### src/sv/bdc_pkg.sv
`default_nettype none

package bdc_pkg;

    localparam logic [7:0]  BRAILLE_ROW = 8'h28;
    localparam logic [15:0] UNIT_ZERO   = 16'h0030;
    localparam logic [15:0] UNIT_ONE    = 16'h0031;
    localparam logic [15:0] UNIT_EIGHT  = 16'h0038;
    localparam logic [15:0] UNIT_DASH   = 16'h002D;

    // Result queue depth; one item can add two results.
    localparam int BDC_QUEUE_DEPTH = 4;

    typedef struct packed {
        logic [7:0] dot_pattern;
        logic       cell_present;
        logic       line_done;
    } t_result;

    // Results produced by one accepted item.
    typedef struct packed {
        logic [1:0] count;
        t_result    first;
        t_result    second;
    } t_push;

endpackage

`default_nettype wire

### src/sv/bdc_if.sv
`default_nettype none

interface bdc_in_if;
    logic        valid;
    logic        ready;
    logic [15:0] code_unit;
    logic        line_end;

    modport source (output valid, output code_unit, output line_end, input ready);
    modport sink   (input valid, input code_unit, input line_end, output ready);
endinterface

interface bdc_out_if;
    logic       valid;
    logic       ready;
    logic [7:0] dot_pattern;
    logic       cell_present;
    logic       line_done;

    modport source (output valid, output dot_pattern, output cell_present,
                    output line_done, input ready);
    modport sink   (input valid, input dot_pattern, input cell_present,
                    input line_done, output ready);
endinterface

`default_nettype wire

### src/sv/braille_dot_digits_to_cells_top.sv
`default_nettype none

// An item's first result is offered the cycle after it is accepted, if the queue was empty.
// Throughput: one item per cycle while the queue has room; results leave one per
// cycle when ready, and a braille unit flushing a pending cell makes two results.
// The four-entry result queue accepts a new item while it has room for two results.
// Reset (synchronous, active low) clears the pending cell, the halt flag and the queue.
module braille_dot_digits_to_cells_top
    import bdc_pkg::*;
#(
    parameter int QUEUE_DEPTH = BDC_QUEUE_DEPTH
) (
    input  wire logic  i_clk,
    input  wire logic  i_rst_n,
    bdc_in_if.sink     i_in,
    bdc_out_if.source  o_out
);

    logic    accept;
    logic    has_room;
    t_push   push;
    t_result head;

    assign i_in.ready = has_room;
    assign accept     = i_in.valid && has_room;

    bdc_decode u_decode (
        .i_clk       (i_clk),
        .i_rst_n     (i_rst_n),
        .i_accept    (accept),
        .i_code_unit (i_in.code_unit),
        .i_line_end  (i_in.line_end),
        .o_push      (push)
    );

    bdc_result_queue #(
        .DEPTH (QUEUE_DEPTH)
    ) u_queue (
        .i_clk      (i_clk),
        .i_rst_n    (i_rst_n),
        .i_push_en  (accept),
        .i_push     (push),
        .o_has_room (has_room),
        .o_valid    (o_out.valid),
        .i_pop      (o_out.ready),
        .o_result   (head)
    );

    assign o_out.dot_pattern  = head.dot_pattern;
    assign o_out.cell_present = head.cell_present;
    assign o_out.line_done    = head.line_done;

endmodule

`default_nettype wire

### src/sv/bdc_decode.sv
`default_nettype none

module bdc_decode
    import bdc_pkg::*;
(
    input  wire logic        i_clk,
    input  wire logic        i_rst_n,
    input  wire logic        i_accept,
    input  wire logic [15:0] i_code_unit,
    input  wire logic        i_line_end,
    output t_push            o_push
);

    logic [7:0] r_pend_dots, n_pend_dots;
    logic       r_pend_act, n_pend_act;
    logic       r_halted, n_halted;

    logic       is_braille, is_zero, is_digit, is_dash;
    logic [2:0] dot_idx;
    t_result    cell_pend, cell_unit, cell_bare;

    assign is_braille = (i_code_unit[15:8] == BRAILLE_ROW);
    assign is_zero    = (i_code_unit == UNIT_ZERO);
    assign is_digit   = (i_code_unit >= UNIT_ONE) && (i_code_unit <= UNIT_EIGHT);
    assign is_dash    = (i_code_unit == UNIT_DASH);
    // Digits 1..8 map to dot bits 0..7; the low three bits wrap for 8.
    assign dot_idx    = i_code_unit[2:0] - 3'd1;

    always_comb begin
        cell_pend = '{dot_pattern: r_pend_dots, cell_present: 1'b1, line_done: 1'b0};
        cell_unit = '{dot_pattern: i_code_unit[7:0], cell_present: 1'b1, line_done: 1'b0};
        cell_bare = '{dot_pattern: 8'h00, cell_present: 1'b0, line_done: 1'b0};

        n_pend_dots = r_pend_dots;
        n_pend_act  = r_pend_act;
        n_halted    = r_halted;
        o_push      = '{count: 2'd0, first: cell_bare, second: cell_bare};

        if (!r_halted) begin
            if (is_braille) begin
                if (r_pend_act) begin
                    o_push.first  = cell_pend;
                    o_push.second = cell_unit;
                    o_push.count  = 2'd2;
                end else begin
                    o_push.first = cell_unit;
                    o_push.count = 2'd1;
                end
                n_pend_dots = 8'h00;
                n_pend_act  = 1'b0;
            end else if (is_zero) begin
                n_pend_dots = 8'h00;
                n_pend_act  = 1'b1;
            end else if (is_digit) begin
                n_pend_dots = r_pend_dots | (8'h01 << dot_idx);
                n_pend_act  = 1'b1;
            end else begin
                // A dash flushes; anything else flushes and stops the line.
                if (r_pend_act) begin
                    o_push.first = cell_pend;
                    o_push.count = 2'd1;
                end
                n_pend_dots = 8'h00;
                n_pend_act  = 1'b0;
                n_halted    = !is_dash;
            end
        end

        if (i_line_end) begin
            // Only a digit or zero leaves a cell pending, so no results exist yet.
            if (n_pend_act) begin
                o_push.first = '{dot_pattern: n_pend_dots, cell_present: 1'b1,
                                 line_done: 1'b0};
                o_push.count = 2'd1;
            end else if (o_push.count == 2'd0) begin
                o_push.count = 2'd1;
            end
            if (o_push.count == 2'd2) begin
                o_push.second.line_done = 1'b1;
            end else begin
                o_push.first.line_done = 1'b1;
            end
            n_pend_dots = 8'h00;
            n_pend_act  = 1'b0;
            n_halted    = 1'b0;
        end
    end

    always_ff @(posedge i_clk) begin
        if (!i_rst_n) begin
            r_pend_dots <= 8'h00;
            r_pend_act  <= 1'b0;
            r_halted    <= 1'b0;
        end else if (i_accept) begin
            r_pend_dots <= n_pend_dots;
            r_pend_act  <= n_pend_act;
            r_halted    <= n_halted;
        end
    end

    a_line_end_gives_result: assert property (@(posedge i_clk) disable iff (!i_rst_n)
        i_accept && i_line_end |-> o_push.count != 2'd0)
        else $error("line end produced no result");

    a_line_end_clears: assert property (@(posedge i_clk) disable iff (!i_rst_n)
        i_accept && i_line_end |=> !r_halted && !r_pend_act)
        else $error("state not cleared after line end");

    a_pair_both_cells: assert property (@(posedge i_clk) disable iff (!i_rst_n)
        o_push.count == 2'd2 |-> o_push.first.cell_present && o_push.second.cell_present
            && !o_push.first.line_done)
        else $error("malformed result pair");

    a_halted_silent: assert property (@(posedge i_clk) disable iff (!i_rst_n)
        r_halted && !i_line_end |-> o_push.count == 2'd0)
        else $error("halted line produced a result");

endmodule

`default_nettype wire

### src/sv/bdc_result_queue.sv
`default_nettype none

module bdc_result_queue
    import bdc_pkg::*;
#(
    parameter int DEPTH = BDC_QUEUE_DEPTH
) (
    input  wire logic  i_clk,
    input  wire logic  i_rst_n,
    input  wire logic  i_push_en,
    input  wire t_push i_push,
    output logic       o_has_room,
    output logic       o_valid,
    input  wire logic  i_pop,
    output t_result    o_result
);

    localparam int PTR_W = $clog2(DEPTH);
    localparam int CNT_W = $clog2(DEPTH + 1);

    t_result            r_mem [DEPTH];
    logic [PTR_W-1:0]   r_wr_ptr, n_wr_ptr;
    logic [PTR_W-1:0]   r_rd_ptr, n_rd_ptr;
    logic [CNT_W-1:0]   r_count, n_count;
    logic [PTR_W-1:0]   wr_ptr_next;
    logic [1:0]         push_n;
    logic               pop_en;

    assign push_n      = i_push_en ? i_push.count : 2'd0;
    assign pop_en      = i_pop && (r_count != '0);
    assign wr_ptr_next = r_wr_ptr + PTR_W'(1);
    // Room for a worst-case item of two results.
    assign o_has_room  = (r_count <= CNT_W'(DEPTH - 2));
    assign o_valid     = (r_count != '0);
    assign o_result    = r_mem[r_rd_ptr];

    always_comb begin
        n_wr_ptr = r_wr_ptr + PTR_W'(push_n);
        n_rd_ptr = pop_en ? r_rd_ptr + PTR_W'(1) : r_rd_ptr;
        n_count  = r_count + CNT_W'(push_n) - CNT_W'(pop_en);
    end

    always_ff @(posedge i_clk) begin
        if (push_n != 2'd0) begin
            r_mem[r_wr_ptr] <= i_push.first;
        end
        if (push_n == 2'd2) begin
            r_mem[wr_ptr_next] <= i_push.second;
        end
    end

    always_ff @(posedge i_clk) begin
        if (!i_rst_n) begin
            r_wr_ptr <= '0;
            r_rd_ptr <= '0;
            r_count  <= '0;
        end else begin
            r_wr_ptr <= n_wr_ptr;
            r_rd_ptr <= n_rd_ptr;
            r_count  <= n_count;
        end
    end

    a_count_bound: assert property (@(posedge i_clk) disable iff (!i_rst_n)
        r_count <= CNT_W'(DEPTH))
        else $error("result queue overflow");

    a_push_has_room: assert property (@(posedge i_clk) disable iff (!i_rst_n)
        push_n != 2'd0 |-> o_has_room)
        else $error("push without room");

    a_ptr_gap: assert property (@(posedge i_clk) disable iff (!i_rst_n)
        r_count != CNT_W'(DEPTH) |-> PTR_W'(r_wr_ptr - r_rd_ptr) == PTR_W'(r_count))
        else $error("queue pointers disagree with count");

endmodule

`default_nettype wire

### src/flat_wrapper.sv
// flat-port wrapper written by rule: the top's interface ports become plain ports
module braille_dot_digits_to_cells_top_flat import bdc_pkg::*;
#(
    parameter int QUEUE_DEPTH = BDC_QUEUE_DEPTH
)
  (i_clk, i_rst_n, i_in_valid, i_in_code_unit, i_in_line_end, i_in_ready, o_out_valid, o_out_dot_pattern, o_out_cell_present, o_out_line_done, o_out_ready);
  bdc_in_if i_in_i ();
  bdc_out_if o_out_i ();
  input  wire logic i_clk;
  input  wire logic i_rst_n;
  input wire logic [$bits(i_in_i.valid)-1:0] i_in_valid;
  input wire logic [$bits(i_in_i.code_unit)-1:0] i_in_code_unit;
  input wire logic [$bits(i_in_i.line_end)-1:0] i_in_line_end;
  output wire logic [$bits(i_in_i.ready)-1:0] i_in_ready;
  output wire logic [$bits(o_out_i.valid)-1:0] o_out_valid;
  output wire logic [$bits(o_out_i.dot_pattern)-1:0] o_out_dot_pattern;
  output wire logic [$bits(o_out_i.cell_present)-1:0] o_out_cell_present;
  output wire logic [$bits(o_out_i.line_done)-1:0] o_out_line_done;
  input wire logic [$bits(o_out_i.ready)-1:0] o_out_ready;
  assign i_in_i.valid = i_in_valid;
  assign i_in_i.code_unit = i_in_code_unit;
  assign i_in_i.line_end = i_in_line_end;
  assign i_in_ready = i_in_i.ready;
  assign o_out_valid = o_out_i.valid;
  assign o_out_dot_pattern = o_out_i.dot_pattern;
  assign o_out_cell_present = o_out_i.cell_present;
  assign o_out_line_done = o_out_i.line_done;
  assign o_out_i.ready = o_out_ready;
  braille_dot_digits_to_cells_top #(.QUEUE_DEPTH(QUEUE_DEPTH)) u_core (.i_clk(i_clk), .i_rst_n(i_rst_n), .i_in(i_in_i), .o_out(o_out_i));
endmodule
### config.mk
export PLATFORM = sky130hd
export DESIGN_NAME = braille_dot_digits_to_cells_top_flat
export DESIGN_NICKNAME = d
export VERILOG_FILES = /design/src/sv/bdc_pkg.sv /design/src/sv/bdc_if.sv /design/src/sv/braille_dot_digits_to_cells_top.sv /design/src/sv/bdc_decode.sv /design/src/sv/bdc_result_queue.sv /design/src/flat_wrapper.sv
export SDC_FILE = /design/constraint.sdc
export NUM_CORES = 1
export LEC_CHECK = 0
export BUFFER_PORTS_ARGS = -buffer_cell sky130_fd_sc_hd__buf_2
export CORE_MARGIN = 4
export CORE_UTILIZATION = 46
export CTS_CLUSTER_SIZE = 10
export DETAILED_ROUTE_END_ITERATION = 12
export PLACE_DENSITY = 0.73
export SLEW_MARGIN = 20
export SYNTH_ARGS = -nofsm -noshare
export SYNTH_HDL_FRONTEND = slang
export SYNTH_SLANG_ARGS = --single-unit
### constraint.sdc
create_clock -name i_clk -period 11.3 [get_ports i_clk]
set_input_delay 2.26 -clock i_clk [delete_from_list [all_inputs] [get_ports i_clk]]
set_output_delay 2.26 -clock i_clk [all_outputs]
set_load 0.05 [all_outputs]
Word-level counts from Yosys, hierarchy flattened
Memory sizes are Yosys's and may differ from the RTL's. A register that Yosys moved wholly into a read port is not among the register bits.
Index checks and enable logic that the tools add are counted.
W data, S select, Z words.
{ "word_totals": {"ff_bits": 17, "ram_bits": 40, "input_bits": 21, "output_inout_bits": 12, "word_cells": 68, "memories": 1} }
{ "classes": {"n_addsub": 6, "n_lt_le_gt_ge": 3, "eq_ne": 5, "shifts": 1, "muxes": 38, "bitwise": 1, "reduce_logical": 7} }
{ "mem_list": {"columns": ["name", "depth", "width", "read_ports", "rd_clocked_by_memory_dff", "write_ports", "line", "text"], "rows": [
  ["u_core.u_queue.r_mem", 4, 10, 1, 1, 2, "bdc_result_queue.sv:21", "t_result r_mem [DEPTH];"]
]} }
{ "op_table": {"columns": ["op", "n"], "rows": [
  ["$mux W8", 5],
  ["$mux W12", 3],
  ["$mux W11", 3],
  ["$eq A16 B6 Y1 const B", 2],
  ["$mux W10", 3],
  ["$mux W22", 1],
  ["$mux W1", 17],
  ["$ge A16 B6 Y1 const B", 1],
  ["$le A16 B6 Y1 const B", 1],
  ["$mux W2", 6],
  ["$eq A8 B6 Y1 const B", 1],
  ["$or A8 B8 Y8", 1],
  ["$shl A1 B3 Y8 const A", 1],
  ["$add A2 B1 Y2 const B", 2],
  ["$eq A2 B2 Y1 const B", 2],
  ["$add A3 B2 Y3", 1],
  ["$le A3 B2 Y1 const B", 1],
  ["$logic_and A1 B1 Y1", 3],
  ["$reduce_bool A3 Y1", 1],
  ["$sub A3 B1 Y3", 1],
  ["$sub A3 B1 Y3 const B", 1],
  ["$add A2 B2 Y2", 1],
  ["$logic_not A2 Y1", 1],
  ["$reduce_bool A2 Y1", 1],
  ["$logic_not A1 Y1", 1]
]} }

Longest topological paths before layout
Gate-level depths: netlist of the first run.
{ "depth": {"ltp_word": 17, "depth_mapped": 13, "depth_no_buf": 13} }

Hierarchy
From an unflattened synthesis of the first run, not the netlist that was laid out.
{ "unflattened": {"cells_unflattened": 282, "hier_area_um2": 3500.9} }
{ "by_module_without_submodules": {"columns": ["mod", "instances", "cells_each", "area_per_inst_um2", "seq_area_each_um2"], "rows": [
  ["bdc_result_queue", 1, 152, 2476.1, 1381.3],
  ["bdc_decode", 1, 129, 1018.5, 200.2],
  ["braille_dot_digits_to_cells_top", 1, 1, 6.3, 0.0]
]} }

Worst setup path before layout of the first run
No wires, ideal clock.
{ "synth_timing": {"path_kind": "input to register", "startpoint": "input port i_in_code_unit[12]", "endpoint": "register u_core.u_queue.r_count[2]", "arrival_time_ns": 5.049, "t_required_ns": 11.185, "slack_ns": 6.136, "cell_stages": 13, "path_cell_list": "or4_4 nor3_4 or2_2 a31oi_2 or3_1 ha_1 inv_1 ha_1 inv_1 fa_1 xor2_1 xnor2_1 and2_1"} }
{ "synth_between": {"elab_chain_cells": 14, "word_cells_on_any_way": 21, "cone_classes": "add/sub (2); order compare (2); eq/ne (2); mux (13); reduce/logical (2)"} }
{ "synth_lines": {"columns": ["element", "line", "text"], "rows": [
  ["start: declaration", "flat_wrapper.sv:12", "input wire logic [$bits(i_in_i.code_unit)-1:0] i_in_code_unit;"],
  ["$ge A16 B6 Y1 / $le A16 B6 Y1 (equally long branches)", "bdc_decode.sv:24", "assign is_digit = (i_code_unit >= UNIT_ONE) && (i_code_unit <= UNIT_EIGHT);"],
  ["$logic_and A1 B1 Y1", "bdc_decode.sv:24", null],
  ["$mux W11", "bdc_decode.sv:54", "end else if (is_digit) begin"],
  ["$mux W11", "bdc_decode.sv:51", "end else if (is_zero) begin"],
  ["$mux W12", "bdc_decode.sv:40", "if (is_braille) begin"],
  ["$mux W22", "bdc_decode.sv:39", "if (!r_halted) begin"],
  ["$logic_not A2 Y1", "bdc_decode.sv:75", "end else if (o_push.count == 2'd0) begin"],
  ["$mux W2", "bdc_decode.sv:75", null],
  ["$mux W2", "bdc_decode.sv:71", "if (n_pend_act) begin"],
  ["$mux W2", "bdc_decode.sv:69", "if (i_line_end) begin"],
  ["$mux W12 (*)", "bdc_decode.sv:69", null],
  ["$mux W2 (*)", "bdc_result_queue.sv:29", "assign push_n = i_push_en ? i_push.count : 2'd0;"],
  ["$add A3 B2 Y3 (*)", "bdc_result_queue.sv:40", "n_count = r_count + CNT_W'(push_n) - CNT_W'(pop_en);"],
  ["$sub A3 B1 Y3 (*)", "bdc_result_queue.sv:40", null],
  ["end signal: assignment", "bdc_result_queue.sv:60", "r_count <= n_count;"],
  ["end: declaration", "bdc_result_queue.sv:24", "logic [CNT_W-1:0] r_count, n_count;"]
]} }
Mark *: on every way between the ends. The rest lies on a longest branch, timed or not. The select of a mux whose other input is x is not followed.
A chain may end at the register's enable or synchronous reset.

Worst setup path after layout of the first run
Ends and elaborated chain as after synthesis.

==> results.md, run 1 <==
Logic synthesis
• post-synthesis instance area: 3330 µm²
• synthesized area per cell: 11.7 µm²
• dominant cell type by area after synthesis: sky130_fd_sc_hd__edfxtp_1
• number of distinct standard cells referenced by the synthesized netlist: 50
• proportion of synthesized chip area in sequential cells: 47.5%
• total of warnings raised by yosys: 0
• gate count of the mapped netlist: 284
• Yosys reg bits: 59
• Area contributors post-synth: sky130_fd_sc_hd__edfxtp_1 36%, sky130_fd_sc_hd__dfxtp_1 11%, sky130_fd_sc_hd__a221o_1 9.6%
• fraction of synthesized cell area taken by the top area cell type: 36.1%
• Post-Syn Nets: 312

Min path
• Hold Path Origin: u_core.u_decode.r_pend_dots[6]$_SDFFE_PN0P_
• path type of the worst min-delay path: register to register

Timing
• skew final: 5.18 ps
• Final setup violation count: 0
• final worst hold slack: 492 ps
• f_max: 197 MHz
• worst relative slew slack: 26.1%
• share of the clock period used by the worst path: 45.0%
• total negative slack for setup checks: 0 ps
• RSZ-0062 raised after global routing: no
• Final Critical Period: 5090 ps
• number of hold violations in the final report: 0
• final count of pins violating max slew: 0
• actual transition at the worst max-transition pin: 1110 ps

GRT
• pin count of the biggest net entering global routing: 18
• met2 layer usage reported by global route: 27.5%
• global-route total usage across every layer: 18.3%
• global-route layer with the greatest usage: met2
• initial antenna violation count: 0
• met3 GRT Util: 4.99%
• number of global-route vias before repair: 2,321
• Global Route met1 Usage: 25.3%
• global-route wire length before repair: 12,100 µm
• residual overflow from global routing: 0

Worst setup path
• critical-path cell list: buf_2 -> or4_4 -> nor3_4 -> or2_2 -> a31oi_2 -> or3_1 -> ha_1 -> inv_1 -> ha_1 -> inv_1 -> fa_1 -> xor2_1 -> xnor2_1 -> and2_1
• count of buffering cells on the critical path with inverters included: 3
• Critical Path Max Stage Delay: 600 ps
• family of cells with the greatest summed delay on the critical path: simple AND/OR/NAND/NOR gates
• Reg2Reg Launch Point: u_core.u_decode.r_halted$_SDFFE_PN0P_
• Worst Path Class, Setup: input port to register
• sort of element at the start of the critical path: input port
• cell with the largest stage delay on the worst path: sky130_fd_sc_hd__or4_4
• signal arrival time at the worst endpoint: 5330 ps
• CP Max Fanout: 8
• Required @ worst endpoint: 11,540 ps
• start point of the critical path: i_in_code_unit[12]
• kind of end point of the critical path: register

Power
• part of the power in the clock network: 30.9%
• sequential fraction of design power: 40.2%
• worst vdd rail ir drop: 0.0697 mV
• internal power: 437 µW
• reported net switching power: 226 µW
• share of total power in combinational logic: 28.9%
• leakage power summed over all cells: 1.35 nW
• power per cell area: 175 nW/µm²
• switching share of total power: 34.1%

Finish
• diodes inserted: 0
• final cell utilization of the core: 54.8%
• filler cell count: 577
• fraction of layout instances using a drive strength above 1: 23.9%
• Final Instance Area: 3780 µm²
• Final #Nets: 345
• area added between synthesis and finish: 13.7%

Route
• total DRC errors in the routed layout: 0
• number of design-rule violations left by the first detailed-router iteration: 253
• detail-routed net length per standard cell: 17.2 µm
• detailed-route vias per instance: 5.88
• Via Count: 2,459
• total iterations of the first detailed-routing run: 5
• remaining antenna violation count after routing: 0
• final routed wirelength across all metal layers: 7190 µm

Clock tree
• H-tree levels: 3
• number of buffers on the longest clock path: 2
• post-cts repair resize count: 0
• TritonCTS Buffers: 9
• quantity of hold-fixing buffers added after cts: 0
• clock transition time at the flip-flop clock pins of the worst setup and hold paths: 60 ps
• clk_lat worst skew: 350 ps
• root buffer selected by CTS: sky130_fd_sc_hd__clkbuf_8
• Sinks on Clock Net: 59
• TritonCTS clock tree: built
• number of post-CTS setup repair buffers: 0

Placement
• buffers added on ports: 32
• placed wire-length estimate: 5430 µm
• final estimated routing congestion in global placement: 0.874
• area post-placement: 3570 µm²

Die
• placeable core region: 6910 µm²
• area of the die: 8660 µm²
• Die X: 93.1 µm
• Cell Rows: 30
• die boundary height: 93.1 µm
• Ports: 33
• initial standard-cell utilization of the core: 48.2%

Run status
• run status: finished clean

Flow run
• maxcap violations: 0

placed cells by master (no fill, tap or decap), types with 6 or more instances in the layout:
cell	count
sky130_fd_sc_hd__buf_2	32
sky130_fd_sc_hd__and2_1	14
sky130_fd_sc_hd__ha_1	6
sky130_fd_sc_hd__nor2_1	24
sky130_fd_sc_hd__nor2b_1	12
sky130_fd_sc_hd__inv_1	13
sky130_fd_sc_hd__edfxtp_1	40
sky130_fd_sc_hd__mux4_2	10
sky130_fd_sc_hd__clkbuf_8	9
sky130_fd_sc_hd__a31oi_1	6
sky130_fd_sc_hd__a221o_1	32
sky130_fd_sc_hd__dfxtp_1	19
sky130_fd_sc_hd__nand2_1	14
sky130_fd_sc_hd__a21oi_1	11
per-stage QoR:
stage               std cells  total power, mW  setup WS [ps]
finish                    418            0.663           6210
global route              418            0.697           6040
CTS                       418            0.668           6200
detailed placement        402            0.464           5830
global placement          402            0.461           5910
floorplan                 284            0.422           6140
routing by layer:
layer  share of wire (%)  wire (µm)
met1                  46       3330
met5                   0          0
met2                  45       3240
met3                 6.5        469
met4                 2.2        158
sequential cells by signal, indices dropped and copies added (netlist names), named ones only:
register,count
u_core.u_queue.r_mem,40
u_core.u_decode.r_pend_dots,8
u_core.u_queue.r_count,3
u_core.u_queue.r_rd_ptr,2
u_core.u_queue.r_wr_ptr,2
u_core.u_decode.r_halted,1
u_core.u_decode.r_pend_act,1
worst register-to-register path: cells and delay by family (launching register included):
family | cells | cell delay, ps
simple gates | 4 | 940
fa+ha+maj | 3 | 800
flops | 1 | 630
buf+inv | 2 | 110
xor+xnor | 2 | 280
worst paths after layout:
check	to	slack [ps]	cells after the start
setup / recovery	u_core.u_queue.r_count[2]$_SDFF_PN0_	6210	14
hold / removal	u_core.u_decode.r_pend_dots[6]$_SDFFE_PN0P_	490	2
setup reg to reg	u_core.u_queue.r_count[2]$_SDFF_PN0_	8430	11
hold reg to reg	u_core.u_decode.r_pend_dots[6]$_SDFFE_PN0P_	490	2
cell type report:
class	instances	area, µm²	share of cell area, %
Clock buffer	11	131	3.47
Clock inverter	5	77.6	2.05
Inverter	13	48.8	1.29
Multi-Input combinational cell	200	1650	43.6
Sequential cell	59	1580	41.8
Tap cell	96	120	3.17
Timing Repair Buffer	34	175	4.63
cells by family (layout without fill, tap and decap cells):
kind of cell	count (synthesis)	count (layout)	share of synthesized area, %
AND/OR/NAND/NOR	100	100	19.0
flip-flops	59	59	47.5
multiplexers	11	11	7.07
buffers and inverters	25	63	2.93
AO/OA/AOI/OAI	76	76	19.0
XOR/XNOR	6	6	1.58
adder cells (fa/ha/maj)	7	7	2.86
Yosys cell counts (all sizes together):
| cell type | number |
|---|---|
| nand2 | 14 |
| a31oi | 7 |
| nor3 | 4 |
| a311oi | 1 |
| and3 | 3 |
| fa | 1 |
| or2 | 3 |
| o31ai | 1 |
| and4 | 1 |
| or4 | 3 |
| clkbuf | 8 |
| a21o | 2 |
| o21bai | 1 |
| dfxtp | 19 |
| and4bb | 1 |
| xor2 | 3 |
| nand4 | 2 |
| nand3 | 5 |
| mux4 | 10 |
| nor2b | 12 |
| a22oi | 5 |
| nor3b | 1 |
| buf | 4 |
| mux2i | 1 |
| ha | 6 |
| o21ai | 6 |
| and2 | 14 |
| a41oi | 5 |
| a311o | 1 |
| o41ai | 1 |
| or3 | 3 |
| a21boi | 2 |
| nor2 | 28 |
| edfxtp | 40 |
| a21oi | 12 |
| xnor2 | 3 |
| inv | 13 |
| a221o | 32 |
| nand4b | 2 |
| nor4 | 4 |
power by group through the flow:
stage,Clock (mW),Combinational (mW),Sequential (mW)
CTS,0.208,0.193,0.267
global placement,0,0.191,0.271
global route,0.220,0.207,0.270
detailed placement,0,0.192,0.271
finish,0.205,0.192,0.267
floorplan,0,0.166,0.256
No activity file was read; power rests on OpenSTA's default activity.
==> inputs of run 2 (changes only) <==
- ABC_AREA: default -> 1
- PLACE_DENSITY: 0.73 -> 0.75
- clock period: 11.3 -> 4.4 ns (I/O delays scaled with it)
==> results.md, run 2 <==
Timing
• final count of pins violating max slew: 0
• f_max: 321 MHz
• Final setup violation count: 0
• skew final: 8.04 ps
• smallest setup slack after layout: 1290 ps
• worst relative slew slack: 54.0%
• number of hold violations in the final report: 0
• actual transition at the worst max-transition pin: 690 ps
• Final Critical Period: 3110 ps
• share of the clock period used by the worst path: 70.8%
• RSZ-0062 raised after global routing: no
• total negative slack for setup checks: 0 ps

Finish
• Largest register FFs: 40
• diodes inserted: 0
• fraction of layout instances using a drive strength above 1: 20.8%
• filler cell count: 737
• leading registers by flop count: u_core.u_queue.r_mem x40, u_core.u_decode.r_pend_dots x8, u_core.u_queue.r_count x3
• most used cells in the layout excluding fill and tap cells: 173 x sky130_fd_sc_hd__nand2_1, 40 x sky130_fd_sc_hd__edfxtp_1, 35 x sky130_fd_sc_hd__nor2_1, 32 x sky130_fd_sc_hd__buf_2, 30 x sky130_fd_sc_hd__o21ai_0
• most flop-heavy register: u_core.u_queue.r_mem
• Final #Nets: 522
• area added between synthesis and finish: 10.6%
• Final Non-Filler Cells: 601
• most common cell after layout, fill and taps aside: sky130_fd_sc_hd__nand2_1

GRT
• met3 GRT Util: 5.71%
• pin count of the biggest net entering global routing: 26
• Global Route met1 Usage: 23.8%
• initial antenna violation count: 0
• global-route total usage across every layer: 18.7%
• met2 layer usage reported by global route: 30.2%
• global-route wire length before repair: 14,400 µm
• global-route layer with the greatest usage: met2
• number of global-route vias before repair: 2,969
• residual overflow from global routing: 0

Route
• number of design-rule violations left by the first detailed-router iteration: 265
• total DRC errors in the routed layout: 0
• detailed-route vias per instance: 5.29
• detail-routed net length per standard cell: 14.4 µm
• Via Count: 3,180
• remaining antenna violation count after routing: 0
• final routed wirelength across all metal layers: 8680 µm
• total iterations of the first detailed-routing run: 5

Clock tree
• H-tree levels: 3
• clock transition time at the flip-flop clock pins of the worst setup and hold paths: 70 ps
• root buffer selected by CTS: sky130_fd_sc_hd__clkbuf_8
• TritonCTS clock tree: built
• post-cts repair resize count: 0
• number of buffers on the longest clock path: 2
• number of post-CTS setup repair buffers: 0
• clk_lat worst skew: 340 ps
• TritonCTS Buffers: 9
• quantity of hold-fixing buffers added after cts: 0
• Sinks on Clock Net: 59

Worst setup path
• CP Max Fanout: 21
• sort of element at the start of the critical path: register
• family of cells with the greatest summed delay on the critical path: flip-flops
• Critical Path Max Stage Delay: 770 ps
• signal arrival time at the worst endpoint: 2230 ps
• kind of end point of the critical path: primary output
• Required @ worst endpoint: 3520 ps
• critical-path cell list: inv_1 -> o21ai_0 -> o22ai_1 -> buf_2
• Worst Reg-to-Reg Cells: 13
• count of buffering cells on the critical path with inverters included: 2
• worst-case register-to-register setup slack: 1600 ps
• Reg2Reg Launch Point: u_core.u_decode.r_pend_act$_SDFFE_PN0P_
• cell with the largest stage delay on the worst path: sky130_fd_sc_hd__dfxtp_1
• r2r endpoint: u_core.u_queue.r_count[2]$_SDFF_PN0_
• Worst Path Class, Setup: register to primary output

Min path
• destination of the worst hold path: u_core.u_queue.r_rd_ptr[1]$_SDFFE_PN0P_
• path type of the worst min-delay path: register to register
• number of instances on the worst hold path: 2
• Hold Path Origin: u_core.u_queue.r_rd_ptr[1]$_SDFFE_PN0P_

Flow run
• maxcap violations: 0

Logic synthesis
• number of distinct standard cells referenced by the synthesized netlist: 44
• flip-flop cell with the highest count after synthesis: sky130_fd_sc_hd__edfxtp_1
• dominant cell type by area after synthesis: sky130_fd_sc_hd__edfxtp_1
• Yosys reg bits: 59
• total of warnings raised by yosys: 0
• Async SR Flop Fraction: 0%
• number of enable-type register cells in the synthesized netlist: 40
• proportion of synthesized chip area in sequential cells: 42.6%
• fraction of synthesized cell area taken by the top area cell type: 32.3%
• gate count of the mapped netlist: 467
• Area contributors post-synth: sky130_fd_sc_hd__edfxtp_1 32%, sky130_fd_sc_hd__nand2_1 17%, sky130_fd_sc_hd__dfxtp_1 10%
• post-synthesis instance area: 3720 µm²
• Post-Syn Nets: 495
• leading post-synthesis cells by instance count: 173 x sky130_fd_sc_hd__nand2_1, 40 x sky130_fd_sc_hd__edfxtp_1, 35 x sky130_fd_sc_hd__nor2_1, 30 x sky130_fd_sc_hd__o21ai_0, 23 x sky130_fd_sc_hd__inv_1
• most frequently used cell type in the post-synthesis netlist: sky130_fd_sc_hd__nand2_1
• synthesized area per cell: 7.96 µm²

Placement
• setup slack at placement: 1020 ps
• final estimated routing congestion in global placement: 0.869
• buffers added on ports: 32
• total placed cells including tap cells: 585
• placed wire-length estimate: 6120 µm

Power
• power per cell area: 422 nW/µm²
• worst vdd rail ir drop: 0.246 mV
• leakage power summed over all cells: 1.82 nW

Die
• Ports: 33
• initial standard-cell utilization of the core: 47.6%
• die boundary height: 97.9 µm
• Die X: 97.9 µm
• area of the die: 9580 µm²
• Cell Rows: 32
• placeable core region: 7810 µm²

Run status
• run status: finished clean

==> run 2: cell types whose count changed in the layout (fill, tap and decap cells not counted), sizes merged, moves of 7 or more <==
| cell | delta |
|---|---|
| and2 | -13 |
| nand3 | +10 |
| nand4 | +9 |
| a31oi | -7 |
| o21ai | +25 |
| nor2 | +16 |
| mux4 | -10 |
| nand2 | +183 |
| o22ai | +10 |
| inv | +21 |
| a221o | -32 |
| nor2b | -12 |
==> run 2: worst min-delay path, stage by stage, from the launching register on <==
cell and delay, ps:
sky130_fd_sc_hd__dfxtp_1 300, sky130_fd_sc_hd__inv_1 60, sky130_fd_sc_hd__a21oi_1 70
==> run 2: worst max-delay path by stage <==
stage | end | slack, ps | cells after the start
final | o_out_cell_present | 1290 | 4
after CTS | o_out_cell_present | 1280 | 4
after global placement | u_core.u_queue.r_count[2]$_SDFF_PN0_ | 1170 | 17
after floorplan | u_core.u_queue.r_count[2]$_SDFF_PN0_ | 1440 | 16
after detailed placement | u_core.u_queue.r_count[2]$_SDFF_PN0_ | 1020 | 17
after global routing | o_out_dot_pattern[0] | 1120 | 4
==> run 2: metrics by stage <==
stage	hold slack [ps]	util (%)	instance area, µm²	total power, mW
2_1_floorplan	436	-	3720	1.10
3_3_place_gp	454	49.9	3890	1.20
3_5_place_dp	461	49.9	3890	1.21
4_1_cts	472	52.7	4110	1.75
5_1_grt	484	52.7	4110	1.83
6_report	469	52.7	4110	1.73
==> run 2: cell type report <==
| type | count | area (µm²) | area share [%] |
|---|---|---|---|
| clock buffer | 9 | 124 | 3.01 |
| clock inverter | 7 | 92.6 | 2.25 |
| inverter | 35 | 141 | 3.44 |
| multi-input combinational | 356 | 1880 | 45.6 |
| sequential | 59 | 1580 | 38.5 |
| tap | 102 | 128 | 3.10 |
| timing repair buffer | 33 | 168 | 4.08 |
==> run 2: per-layer routing <==
metal	wire (µm)	vias to the layer above
met5	0	-
met1	3750	1449
li1	-	1601
met2	4060	113
met3	712	17
met4	148	0
==> run 2: power breakdown <==
group          switching (mW)  internal [mW]
combinational           0.385          0.132
clock                   0.223          0.316
sequential             0.0468          0.631
total                   0.655           1.08
==> run 2: logic make-up after synthesis <==
family	Yosys count	synth area share, %
adders and majority gates	7	2.56
and+or+nand+nor	275	36.1
AOI/OAI and AO/OA	72	11.4
DFF	59	42.6
buffers and inverters	52	6.94
xor gates and xnor gates	2	0.471
==> inputs of run 3 (changes only) <==
- clock period: 4.4 -> 2.6 ns (I/O delays scaled with it)
==> results.md, run 3 (synthesis results as in run 2) <==
Run status
• run status: finished clean

Clock tree
• number of buffers on the longest clock path: 2
• Sinks on Clock Net: 59
• H-tree levels: 3
• TritonCTS clock tree: built
• number of post-CTS setup repair buffers: 0
• quantity of hold-fixing buffers added after cts: 0
• clk_lat worst skew: 350 ps
• post-cts repair resize count: 0
• clock transition time at the flip-flop clock pins of the worst setup and hold paths: 70 ps
• root buffer selected by CTS: sky130_fd_sc_hd__clkbuf_8
• TritonCTS Buffers: 9

Route
• number of design-rule violations left by the first detailed-router iteration: 262
• total iterations of the first detailed-routing run: 5
• Via Count: 3,308
• detailed-route vias per instance: 5.27
• remaining antenna violation count after routing: 0
• detail-routed net length per standard cell: 14.3 µm
• total DRC errors in the routed layout: 0
• final routed wirelength across all metal layers: 8980 µm

GRT
• global-route wire length before repair: 14,900 µm
• residual overflow from global routing: 0
• pin count of the biggest net entering global routing: 24
• initial antenna violation count: 0
• number of global-route vias before repair: 3,078
• global-route total usage across every layer: 19.5%

Worst setup path
• signal arrival time at the worst endpoint: 1780 ps
• Reg2Reg Launch Point: u_core.u_decode.r_pend_act$_SDFFE_PN0P_
• kind of end point of the critical path: primary output
• sort of element at the start of the critical path: register
• Critical Path Max Stage Delay: 470 ps
• timing endpoint of the critical path: o_out_cell_present
• r2r endpoint: u_core.u_queue.r_count[2]$_SDFF_PN0_
• Worst Path Class, Setup: register to primary output
• worst-case register-to-register setup slack: 350 ps
• Required @ worst endpoint: 2080 ps
• Worst Reg-to-Reg Cells: 13
• critical-path cell list: inv_1 -> o21ai_0 -> o22ai_1 -> buf_2
• CP Max Fanout: 20
• cell with the largest stage delay on the worst path: sky130_fd_sc_hd__inv_1

Die
• Die X: 97.9 µm
• Ports: 33
• placeable core region: 7810 µm²
• Cell Rows: 32
• area of the die: 9580 µm²
• initial standard-cell utilization of the core: 47.6%
• die boundary height: 97.9 µm

Placement
• setup slack at placement: -68.1 ps
• placed wire-length estimate: 6700 µm
• final estimated routing congestion in global placement: 0.930
• area post-placement: 4110 µm²
• buffers added on ports: 32

Finish
• leading registers by flop count: u_core.u_queue.r_mem x40, u_core.u_decode.r_pend_dots x8, u_core.u_queue.r_count x3
• Largest register FFs: 40
• most used cells in the layout excluding fill and tap cells: 172 x sky130_fd_sc_hd__nand2_1, 40 x sky130_fd_sc_hd__edfxtp_1, 35 x sky130_fd_sc_hd__nor2_1, 32 x sky130_fd_sc_hd__buf_2, 30 x sky130_fd_sc_hd__o21ai_0
• Final Instance Area: 4290 µm²
• most flop-heavy register: u_core.u_queue.r_mem
• filler cell count: 711
• most common cell after layout, fill and taps aside: sky130_fd_sc_hd__nand2_1
• fraction of layout instances using a drive strength above 1: 25.1%
• area added between synthesis and finish: 15.5%
• Final #Nets: 549
• diodes inserted: 0
• final cell utilization of the core: 55.0%

Timing
• skew final: 8.56 ps
• share of the clock period used by the worst path: 88.4%
• Final Critical Period: 2300 ps
• f_max: 435 MHz
• Final setup violation count: 0
• number of hold violations in the final report: 0
• smallest setup slack after layout: 301 ps
• total negative slack for setup checks: 0 ps
• actual transition at the worst max-transition pin: 640 ps
• worst relative slew slack: 57.3%
• RSZ-0062 raised after global routing: no
• final count of pins violating max slew: 0

Power
• leakage power summed over all cells: 1.94 nW
• part of the power in the clock network: 27.2%
• worst vdd rail ir drop: 0.370 mV
• switching share of total power: 39.4%
• share of total power in combinational logic: 33.8%
• power per cell area: 665 nW/µm²
• sequential fraction of design power: 39.0%
• reported net switching power: 1.12 mW
• internal power: 1.73 mW
• post-route total power: 2.85 mW

Min path
• number of instances on the worst hold path: 3
• path type of the worst min-delay path: input port to register
• Hold Path Origin: i_rst_n

Flow run
• maxcap violations: 0

[run 3: changes by cell type in the layout (fill, tap and decap cells not counted), sizes merged]
| cell | delta |
|---|---|
| buf | +27 |
| clkbuf | +3 |
| bufinv | -2 |
| clkinv | -1 |
[run 3: layout make-up]
class,instances,area [µm²],area share (%)
multi-input cells,356,1880,43.8
repair buffers,60,383,8.92
clock buffers,12,155,3.61
well taps,102,128,2.97
inverters,35,141,3.29
flip-flops and latches,59,1580,36.8
clock inverters,4,25.0,0.583
[run 3: stage by stage]
stage | hold WS (ps) | instances
3_3_place_gp | 450 | 612
4_1_cts | 448 | 628
3_5_place_dp | 461 | 612
6_report | 451 | 628
5_1_grt | 466 | 628
2_1_floorplan | 436 | 467
[run 3: per-layer routing]
layer,global-route usage [%],vias to the layer above,routed length (µm)
met4,6.71,0,143
met2,33.0,109,4350
met3,4.36,15,567
met5,0,-,0
li1,-,1651,-
met1,24.5,1533,3910
[run 3: worst min-delay path by stage]
stage                                                          to  slack (ps)
after global placement    u_core.u_queue.r_rd_ptr[1]$_SDFFE_PN0P_         450
after floorplan                                          register         440
after global routing         u_core.u_queue.r_count[0]$_SDFF_PN0_         470
after detailed placement                                 register         460
after CTS                    u_core.u_queue.r_count[0]$_SDFF_PN0_         450
final                        u_core.u_queue.r_count[0]$_SDFF_PN0_         450
[run 3: worst max-delay path, delay by kind of cell (launching register included)]
kind | cells | cell delay, ps
compound gates | 2 | 350
buf+inv | 2 | 770
flops | 1 | 310
[run 3: power groups by stage]
stage / clock, mW / sequential (mW) / combinational [mW]
after floorplan: 0 / 1.12 / 0.740
after global placement: 0 / 1.13 / 0.951
after detailed placement: 0 / 1.13 / 0.970
after CTS: 0.779 / 1.11 / 0.976
after global routing: 0.819 / 1.12 / 1.06
final: 0.776 / 1.11 / 0.965
